[src/hw/rtl/jdate_pkg.sv]
// Shared types, constants and the month length table for the day number to date converter.
package jdate_pkg;

   localparam int DAY_W   = 40;
   localparam int REM_W   = 18;
   localparam int QUO_W   = 23;
   localparam int YEAR_W  = 32;
   localparam int SHORT_W = 21;
   localparam int MUL_A_W = 32;
   localparam int RECIP_W = 24;
   localparam int PROD_W  = MUL_A_W + RECIP_W;
   localparam int BACK_W  = QUO_W + REM_W;

   // Quotient positions in the reciprocal product for the long and the short dividend.
   localparam int SHIFT_LONG  = 33;
   localparam int SHIFT_SHORT = 34;

   localparam logic [DAY_W-1:0] JULIAN_AD_START = 40'd1721424;
   localparam logic [DAY_W-1:0] GREGORIAN_START = 40'd2299161;
   localparam logic [DAY_W-1:0] GREGORIAN_EPOCH = 40'd1721426;

   localparam logic [REM_W-1:0] DAYS_400Y = 18'd146097;
   localparam logic [REM_W-1:0] DAYS_100Y = 18'd36524;
   localparam logic [REM_W-1:0] DAYS_4Y   = 18'd1461;
   localparam logic [REM_W-1:0] DAYS_1Y   = 18'd365;
   localparam logic [REM_W-1:0] DAYS_LY   = 18'd366;

   // Truncated reciprocals: the estimate they give is the true quotient or one less.
   localparam logic [RECIP_W-1:0] RECIP_400Y =
      RECIP_W'((64'd1 << (SHIFT_LONG + DAY_W - MUL_A_W)) / 64'(DAYS_400Y));
   localparam logic [RECIP_W-1:0] RECIP_4Y =
      RECIP_W'((64'd1 << SHIFT_SHORT) / 64'(DAYS_4Y));

   localparam logic [YEAR_W-1:0] BC_FIRST_YEAR = 32'd4713;

   localparam logic [1:0] CENT_CAP  = 2'd3;
   localparam logic [4:0] QUAD_CAP  = 5'd24;
   localparam logic [1:0] YEAR_CAP  = 2'd3;
   localparam logic [3:0] MONTH_CAP = 4'd11;
   localparam logic [3:0] FEBRUARY  = 4'd1;

   typedef enum logic [1:0] {
      RANGE_BC,
      RANGE_JULIAN,
      RANGE_GREGORIAN
   } range_type;

   typedef enum logic [3:0] {
      CMD_NONE,
      CMD_LOAD,
      CMD_MUL,
      CMD_BACK,
      CMD_SUB,
      CMD_FIX,
      CMD_INIT,
      CMD_CENT,
      CMD_QUAD,
      CMD_YEAR,
      CMD_MONTH
   } cmd_type;

   typedef enum logic [3:0] {
      ST_IDLE,
      ST_MUL,
      ST_BACK,
      ST_SUB,
      ST_FIX,
      ST_INIT,
      ST_CENT,
      ST_QUAD,
      ST_YEAR,
      ST_MONTH,
      ST_DONE
   } state_type;

   typedef struct packed {
      logic gregorian;
      logic fix_take;
      logic cent_take;
      logic quad_take;
      logic year_take;
      logic month_take;
   } status_type;

   function automatic logic [4:0] month_days(input logic [3:0] month, input logic leap);
      logic [4:0] len;
      begin
         case (month)
            FEBRUARY:                  len = leap ? 5'd29 : 5'd28;
            4'd3, 4'd5, 4'd8, 4'd10:   len = 5'd30;
            default:                   len = 5'd31;
         endcase
         return len;
      end
   endfunction

endpackage

[src/hw/rtl/jdate_dp.sv]
// Datapath of the day number to date converter: divider, span counters and month walk.
module jdate_dp (
   input  logic                           clock,
   input  logic [jdate_pkg::DAY_W-1:0]    req_day_number,
   input  jdate_pkg::cmd_type             cmd,
   output jdate_pkg::status_type          status,
   output logic [4:0]                     rsp_day_of_month,
   output logic [3:0]                     rsp_month_number,
   output logic [jdate_pkg::YEAR_W-1:0]   rsp_year_number,
   output logic                           rsp_before_christ
);

   jdate_pkg::range_type                range_ff, range_in;
   logic [jdate_pkg::DAY_W-1:0]         num_ff, num_in;
   logic [jdate_pkg::PROD_W-1:0]        prod_ff, prod_in;
   logic [jdate_pkg::QUO_W-1:0]         quo_ff, quo_in;
   logic [jdate_pkg::REM_W-1:0]         rem_ff, rem_in;
   logic [jdate_pkg::YEAR_W-1:0]        year_ff, year_in;
   logic [1:0]                          cent_ff, cent_in;
   logic [4:0]                          quad_ff, quad_in;
   logic [1:0]                          yr_ff, yr_in;
   logic [3:0]                          mon_ff, mon_in;

   jdate_pkg::range_type                load_range;
   logic [jdate_pkg::DAY_W-1:0]         jul_off, greg_off;
   logic                                greg;
   logic [jdate_pkg::REM_W-1:0]         divisor;
   logic [jdate_pkg::DAY_W-1:0]         divisor_ext;
   logic [jdate_pkg::MUL_A_W-1:0]       mul_a;
   logic [jdate_pkg::RECIP_W-1:0]       recip;
   logic [jdate_pkg::PROD_W-1:0]        est_prod;
   logic [jdate_pkg::QUO_W-1:0]         quo_est;
   logic [jdate_pkg::BACK_W-1:0]        back_prod;
   logic [jdate_pkg::YEAR_W-1:0]        quo_ext;
   logic [jdate_pkg::REM_W-1:0]         year_len;
   logic [jdate_pkg::REM_W-1:0]         month_len;
   logic                                leap;

   assign jul_off  = req_day_number - jdate_pkg::JULIAN_AD_START;
   assign greg_off = req_day_number - jdate_pkg::GREGORIAN_EPOCH;

   always_comb begin
      if (req_day_number < jdate_pkg::JULIAN_AD_START) begin
         load_range = jdate_pkg::RANGE_BC;
      end else if (req_day_number < jdate_pkg::GREGORIAN_START) begin
         load_range = jdate_pkg::RANGE_JULIAN;
      end else begin
         load_range = jdate_pkg::RANGE_GREGORIAN;
      end
   end

   assign greg        = (range_ff == jdate_pkg::RANGE_GREGORIAN);
   assign divisor     = greg ? jdate_pkg::DAYS_400Y : jdate_pkg::DAYS_4Y;
   assign divisor_ext = jdate_pkg::DAY_W'(divisor);

   // The quotient is estimated by a reciprocal multiplication, multiplied back and
   // subtracted; the estimate can fall one short, which a single correction step fixes.
   assign mul_a    = greg ? num_ff[jdate_pkg::DAY_W-1 -: jdate_pkg::MUL_A_W] :
                            jdate_pkg::MUL_A_W'(num_ff[jdate_pkg::SHORT_W-1:0]);
   assign recip    = greg ? jdate_pkg::RECIP_400Y : jdate_pkg::RECIP_4Y;
   assign est_prod = jdate_pkg::PROD_W'(mul_a) * jdate_pkg::PROD_W'(recip);
   assign quo_est  = greg ? prod_ff[jdate_pkg::SHIFT_LONG +: jdate_pkg::QUO_W] :
                     jdate_pkg::QUO_W'(prod_ff[jdate_pkg::PROD_W-1:jdate_pkg::SHIFT_SHORT]);
   assign back_prod = jdate_pkg::BACK_W'(quo_est) * jdate_pkg::BACK_W'(divisor);

   assign quo_ext = jdate_pkg::YEAR_W'(quo_ff);

   // In BC years the leap year opens each four-year span.
   assign year_len = (range_ff == jdate_pkg::RANGE_BC && yr_ff == 2'd0) ?
                     jdate_pkg::DAYS_LY : jdate_pkg::DAYS_1Y;

   always_comb begin
      case (range_ff)
         jdate_pkg::RANGE_BC:     leap = (yr_ff == 2'd0);
         jdate_pkg::RANGE_JULIAN: leap = (yr_ff == jdate_pkg::YEAR_CAP);
         default:                 leap = (yr_ff == jdate_pkg::YEAR_CAP) &&
                                         ((quad_ff != jdate_pkg::QUAD_CAP) ||
                                          (cent_ff == jdate_pkg::CENT_CAP));
      endcase
   end

   assign month_len = jdate_pkg::REM_W'(jdate_pkg::month_days(mon_ff, leap));

   assign status.gregorian  = greg;
   assign status.fix_take   = (num_ff >= divisor_ext);
   assign status.cent_take  = (cent_ff != jdate_pkg::CENT_CAP) &&
                              (rem_ff >= jdate_pkg::DAYS_100Y);
   assign status.quad_take  = (quad_ff != jdate_pkg::QUAD_CAP) &&
                              (rem_ff >= jdate_pkg::DAYS_4Y);
   assign status.year_take  = (yr_ff != jdate_pkg::YEAR_CAP) && (rem_ff >= year_len);
   assign status.month_take = (mon_ff != jdate_pkg::MONTH_CAP) && (rem_ff >= month_len);

   always_comb begin
      range_in = range_ff;
      num_in   = num_ff;
      prod_in  = prod_ff;
      quo_in   = quo_ff;
      rem_in   = rem_ff;
      year_in  = year_ff;
      cent_in  = cent_ff;
      quad_in  = quad_ff;
      yr_in    = yr_ff;
      mon_in   = mon_ff;
      case (cmd)
         jdate_pkg::CMD_LOAD: begin
            range_in = load_range;
            cent_in  = '0;
            quad_in  = '0;
            yr_in    = '0;
            mon_in   = '0;
            case (load_range)
               jdate_pkg::RANGE_BC:     num_in = req_day_number;
               jdate_pkg::RANGE_JULIAN: num_in = jul_off;
               default:                 num_in = greg_off;
            endcase
         end
         jdate_pkg::CMD_MUL: begin
            prod_in = est_prod;
         end
         jdate_pkg::CMD_BACK: begin
            quo_in  = quo_est;
            prod_in = jdate_pkg::PROD_W'(back_prod);
         end
         jdate_pkg::CMD_SUB: begin
            num_in = num_ff - prod_ff[jdate_pkg::DAY_W-1:0];
         end
         jdate_pkg::CMD_FIX: begin
            num_in = num_ff - divisor_ext;
            quo_in = quo_ff + jdate_pkg::QUO_W'(1);
         end
         jdate_pkg::CMD_INIT: begin
            rem_in = num_ff[jdate_pkg::REM_W-1:0];
            case (range_ff)
               jdate_pkg::RANGE_BC:
                  year_in = jdate_pkg::BC_FIRST_YEAR - (quo_ext << 2);
               jdate_pkg::RANGE_JULIAN:
                  year_in = (quo_ext << 2) + 32'd1;
               default:
                  year_in = (quo_ext << 8) + (quo_ext << 7) + (quo_ext << 4) + 32'd1;
            endcase
         end
         jdate_pkg::CMD_CENT: begin
            rem_in  = rem_ff - jdate_pkg::DAYS_100Y;
            year_in = year_ff + 32'd100;
            cent_in = cent_ff + 2'd1;
         end
         jdate_pkg::CMD_QUAD: begin
            rem_in  = rem_ff - jdate_pkg::DAYS_4Y;
            year_in = year_ff + 32'd4;
            quad_in = quad_ff + 5'd1;
         end
         jdate_pkg::CMD_YEAR: begin
            rem_in  = rem_ff - year_len;
            year_in = (range_ff == jdate_pkg::RANGE_BC) ? year_ff - 32'd1 : year_ff + 32'd1;
            yr_in   = yr_ff + 2'd1;
         end
         jdate_pkg::CMD_MONTH: begin
            rem_in = rem_ff - month_len;
            mon_in = mon_ff + 4'd1;
         end
         default: begin
         end
      endcase
   end

   always_ff @(posedge clock) begin
      range_ff <= range_in;
      num_ff   <= num_in;
      prod_ff  <= prod_in;
      quo_ff   <= quo_in;
      rem_ff   <= rem_in;
      year_ff  <= year_in;
      cent_ff  <= cent_in;
      quad_ff  <= quad_in;
      yr_ff    <= yr_in;
      mon_ff   <= mon_in;
   end

   assign rsp_day_of_month  = rem_ff[4:0] + 5'd1;
   assign rsp_month_number  = mon_ff + 4'd1;
   assign rsp_year_number   = year_ff;
   assign rsp_before_christ = (range_ff == jdate_pkg::RANGE_BC);

endmodule

[src/hw/rtl/jdate_ctrl.sv]
// Controller state machine that sequences the converter datapath.
module jdate_ctrl (
   input  logic                    clock,
   input  logic                    reset,
   input  logic                    start,
   input  jdate_pkg::status_type   status,
   output jdate_pkg::cmd_type      cmd,
   output logic                    busy,
   output logic                    rsp_valid
);

   jdate_pkg::state_type            state_ff, state_in;

   always_comb begin
      state_in = state_ff;
      case (state_ff)
         jdate_pkg::ST_IDLE:  if (start) state_in = jdate_pkg::ST_MUL;
         jdate_pkg::ST_MUL:   state_in = jdate_pkg::ST_BACK;
         jdate_pkg::ST_BACK:  state_in = jdate_pkg::ST_SUB;
         jdate_pkg::ST_SUB:   state_in = jdate_pkg::ST_FIX;
         jdate_pkg::ST_FIX:   if (!status.fix_take) state_in = jdate_pkg::ST_INIT;
         jdate_pkg::ST_INIT:  state_in = status.gregorian ? jdate_pkg::ST_CENT
                                                          : jdate_pkg::ST_YEAR;
         jdate_pkg::ST_CENT:  if (!status.cent_take) state_in = jdate_pkg::ST_QUAD;
         jdate_pkg::ST_QUAD:  if (!status.quad_take) state_in = jdate_pkg::ST_YEAR;
         jdate_pkg::ST_YEAR:  if (!status.year_take) state_in = jdate_pkg::ST_MONTH;
         jdate_pkg::ST_MONTH: if (!status.month_take) state_in = jdate_pkg::ST_DONE;
         jdate_pkg::ST_DONE:  state_in = jdate_pkg::ST_IDLE;
         default:             state_in = jdate_pkg::ST_IDLE;
      endcase
   end

   always_comb begin
      cmd       = jdate_pkg::CMD_NONE;
      busy      = 1'b1;
      rsp_valid = 1'b0;
      case (state_ff)
         jdate_pkg::ST_IDLE: begin
            busy = 1'b0;
            if (start) cmd = jdate_pkg::CMD_LOAD;
         end
         jdate_pkg::ST_MUL:   cmd = jdate_pkg::CMD_MUL;
         jdate_pkg::ST_BACK:  cmd = jdate_pkg::CMD_BACK;
         jdate_pkg::ST_SUB:   cmd = jdate_pkg::CMD_SUB;
         jdate_pkg::ST_FIX:   if (status.fix_take)   cmd = jdate_pkg::CMD_FIX;
         jdate_pkg::ST_INIT:  cmd = jdate_pkg::CMD_INIT;
         jdate_pkg::ST_CENT:  if (status.cent_take)  cmd = jdate_pkg::CMD_CENT;
         jdate_pkg::ST_QUAD:  if (status.quad_take)  cmd = jdate_pkg::CMD_QUAD;
         jdate_pkg::ST_YEAR:  if (status.year_take)  cmd = jdate_pkg::CMD_YEAR;
         jdate_pkg::ST_MONTH: if (status.month_take) cmd = jdate_pkg::CMD_MONTH;
         jdate_pkg::ST_DONE:  rsp_valid = 1'b1;
         default: begin
         end
      endcase
   end

   always_ff @(posedge clock) begin
      if (reset) begin
         state_ff <= jdate_pkg::ST_IDLE;
      end else begin
         state_ff <= state_in;
      end
   end

endmodule

[src/hw/rtl/julian_day_to_date.sv]
// Top level of the converter from a day count since 1 January 4713 BC to a calendar date.
//
// A beat is taken when start is high while busy is low; the block then raises busy and
// works on that one day number until its date is out. The date appears on the rsp_ ports
// for exactly one cycle with rsp_valid high, and the receiver must take it in that cycle,
// as there is no way to hold it off. Counts below 1721424 give a BC year in the Julian
// calendar, counts below 2299161 an AD year in the Julian calendar, and larger counts a
// year of the proleptic Gregorian calendar. From acceptance to the result strobe, the
// states MUL, BACK and SUB divide the count by the length of a 400-year span (Gregorian
// range) or a four-year span (otherwise), by a multiplication with its reciprocal, a
// multiplication back and a subtraction; the FIX state then puts the quotient right, the
// INIT state sets up the year, and the century and four-year spans (Gregorian range
// only), the single years and the months are peeled off one per cycle by compare and
// subtract, each stage ending when its compare fails, before the strobe cycle.
// Busy falls in the cycle after the strobe, so a new beat can be taken then.
module julian_day_to_date (
   input  logic                           clock,
   input  logic                           reset,
   input  logic                           start,
   output logic                           busy,
   input  logic [jdate_pkg::DAY_W-1:0]    req_day_number,
   output logic                           rsp_valid,
   output logic [4:0]                     rsp_day_of_month,
   output logic [3:0]                     rsp_month_number,
   output logic [jdate_pkg::YEAR_W-1:0]   rsp_year_number,
   output logic                           rsp_before_christ
);

   // Commands flow from the controller to the datapath and status flows back.
   jdate_pkg::cmd_type      cmd;
   jdate_pkg::status_type   status;

   jdate_ctrl u_ctrl (
      .clock     (clock),
      .reset     (reset),
      .start     (start),
      .status    (status),
      .cmd       (cmd),
      .busy      (busy),
      .rsp_valid (rsp_valid)
   );

   // The datapath holds the result registers, which stay steady through the strobe cycle.
   jdate_dp u_dp (
      .clock             (clock),
      .req_day_number    (req_day_number),
      .cmd               (cmd),
      .status            (status),
      .rsp_day_of_month  (rsp_day_of_month),
      .rsp_month_number  (rsp_month_number),
      .rsp_year_number   (rsp_year_number),
      .rsp_before_christ (rsp_before_christ)
   );

endmodule
[config.mk]
export PLATFORM = sky130hd
export DESIGN_NAME = julian_day_to_date
export DESIGN_NICKNAME = d
export VERILOG_FILES = /design/src/hw/rtl/jdate_pkg.sv /design/src/hw/rtl/jdate_dp.sv /design/src/hw/rtl/jdate_ctrl.sv /design/src/hw/rtl/julian_day_to_date.sv
export SDC_FILE = /design/constraint.sdc
export NUM_CORES = 2
export LEC_CHECK = 0
export ABC_AREA = 1
export BUFFER_PORTS_ARGS = -buffer_cell sky130_fd_sc_hd__clkbuf_2
export CORE_AREA = 2 2 319 321
export DETAILED_ROUTE_END_ITERATION = 12
export DIE_AREA = 0 0 321 323
export PLACE_DENSITY = 0.73
export SYNTH_ARGS = -nofsm -noshare
export SYNTH_HDL_FRONTEND = slang
export SYNTH_SLANG_ARGS = --single-unit
[constraint.sdc]
create_clock -name clock -period 20.8 [get_ports clock]
set_input_delay 3.12 -clock clock [delete_from_list [all_inputs] [get_ports clock]]
set_output_delay 3.12 -clock clock [all_outputs]
set_load 0.01 [all_outputs]
==> flow_metrics.tcl <==
set metrics [dict create \
    synth_top_area_frac 0.2428 \
    rsz0062_at_grt "false" \
    crit_type "reg2reg" \
    clkLatencyLatePin_ns 0.53 \
    worstPathMaxFanout 58 \
    num_rows 117 \
    cts-root-buf "clkbuf_16" \
    max_stage_delay_ns 0.66 \
    start_kind "flip-flop" \
    grt_pass1_vias 49250 \
    die_area_um2 103700 \
    syn_area_per_cell_um2 7.175 \
    vias 49800 \
    required_ns 21.07 \
    ys_seq_elements 188 \
    setup-tns-final_ns 0 \
    max-cap-violations 0 \
    core_area_um2 100700 \
    ys_types 59 \
    worst_pin_slew_ns 1.278 \
    max-slew-margin-rel 0.1387 \
    drive_above_1_share 0.03584 \
    crit_buf_inv 6 \
    ios 87 \
    cts_resized 0 \
    wl_per_cell_um 20.95 \
    drtAntennaViolNets 0 \
    synthCells 7505 \
    fin_nets 9008 \
    max_freq_mhz 112.3 \
    die_h_um 323 \
    mostFrequentLayoutCell "inv_1" \
    place_hpwl_mm 161.7 \
    cts_hold_buf 0 \
    finalSetupViolations 0 \
    vias_per_cell 5.578 \
    critPathTopFamily "adder cells" \
    drt_pass1_iterations 7 \
    yosys-top-cells-area "fa_1, ha_1, inv_1, edfxtp_1, nand2_1" \
    ys.flop_type "edfxtp_1" \
    synth_top_area_cell "fa_1" \
    area_growth_pct 4.896 \
    skew_ns 0.02370 \
    start_util 0.5347 \
    slew_violations 0 \
    numCtsBuffers 17 \
    yosysSeqAreaShare 0.1041 \
    clock_path_buffers 2 \
    grt_pass1_wl_mm 286.9 \
    finalHoldViolations 0 \
    status "completed" \
    cts_max_level 4 \
    grt_usage 0.3635 \
    cts_num_sinks 188 \
    mostFrequentLayoutCells "inv_1, nand2_1, nor2_1" \
    critPathSlowestCell "buf_4" \
    end_kind "flip-flop" \
    min_period_ns 8.902 \
    async_flop_share 0 \
    drc 0 \
    antenna_found_initial 3 \
    hold_class "reg2reg" \
    overflow 0 \
    synth_edf_count 184 \
    fin_crit_sh 0.4280 \
    crit_path_frequent_cell "fa_1" \
    drt_iter0_drc 5073 \
    postCtsSetupBuffers 0 \
    nFillCells 9956 \
    cp.arrival_ns 9.17 \
    port_buffers 86 \
    path_clk_slew_ns 0.08 \
    gp_congestion 1.043 \
    netlist_area_um2 53850 \
    grt_max_degree 68 \
    die_w_um 321 \
    ys.warnings.count 0 \
    wirelength_mm 187.1 \
    tritoncts "built" \
]
final timing paths:
check / depth (start not counted) / startpoint / end / slack (ns)
min reg2reg: 2 / u_ctrl.state_ff[3] / u_ctrl.state_ff[3] / 0.56
min: 2 / u_ctrl.state_ff[3] / u_ctrl.state_ff[3] / 0.56
max reg2reg: 26 / u_dp.range_ff[1] / u_dp.prod_ff[27] / 11.90
max: 26 / u_dp.range_ff[1] / u_dp.prod_ff[27] / 11.90
metal layers:
layer | global-route usage | up-vias | routed length [um]
met5 | 0 | - | 13
met4 | 0.1471 | 2 | 8445
met3 | 0.04376 | 382 | 13890
met2 | 0.5919 | 2127 | 85660
met1 | 0.4929 | 23770 | 79040
li1 | - | 23520 | -
synthesized netlist by cell type, drive strengths merged (40+ instances only):
cell    count
a21oi     316
edfxtp    184
nand4      93
nand2    1441
clkbuf     64
o21ai     369
fa        653
nand3b     40
inv      1768
nand3     507
nor3      104
buf        66
xor2      144
or2        49
nor2      787
ha        707
final cells by class:
class	instances	area, um2	area share
Antenna cell	1	2.502	0.00004430
Clock buffer	19	432.9	0.007664
Clock inverter	13	111.4	0.001971
Inverter	1770	6649	0.1177
Multi-Input combinational cell	5500	41300	0.7312
Sequential cell	188	5605	0.09924
Tap cell	1309	1638	0.02900
Timing Repair Buffer	128	745.7	0.01320
registers in the layout, indices dropped and copies added (netlist names):
name                  cells
u_dp.quo_ff              23
u_dp.cent_ff              2
u_dp.range_ff             2
u_dp.rem_ff              18
u_dp.rsp_year_number     32
u_dp.yr_ff                2
u_dp.mon_ff               4
u_ctrl.state_ff           4
u_dp.num_ff              40
u_dp.prod_ff             56
u_dp.quad_ff              5
per-stage QoR:
step                      hold WS (ns)  worst slack (ns)  instances  utilization  area [um2]
after floorplan                 0.5120             13.81       7588            -       54160
after CTS                       0.5576             12.01       8927       0.5608       56480
after global routing            0.5964             11.53       8927       0.5608       56480
after detailed placement        0.5492             12.05       8895       0.5554       55940
after global placement          0.5394             12.04       8895       0.5554       55940
final                           0.5635             11.90       8928       0.5608       56490
cells by family after synthesis:
group | share of synthesized area
xor+xnor | 0.02863
buf+inv | 0.1351
mux | 0.0003718
simple gates | 0.2410
flops | 0.1041
other cells | 0.0001395
fa+ha+maj | 0.4070
compound gates | 0.08358
worst reg2reg max path, delay by kind of cell (launching register included):
kind | cells | cell delay (ns)
fa+ha+maj | 8 | 3.97
buf+inv | 6 | 1.70
simple gates | 7 | 1.51
compound gates | 4 | 0.96
flops | 1 | 0.33
xor+xnor | 1 | 0.19
Power is not shown: default switching activity piles up to over one toggle a cycle in this logic, so the estimate is an artifact.
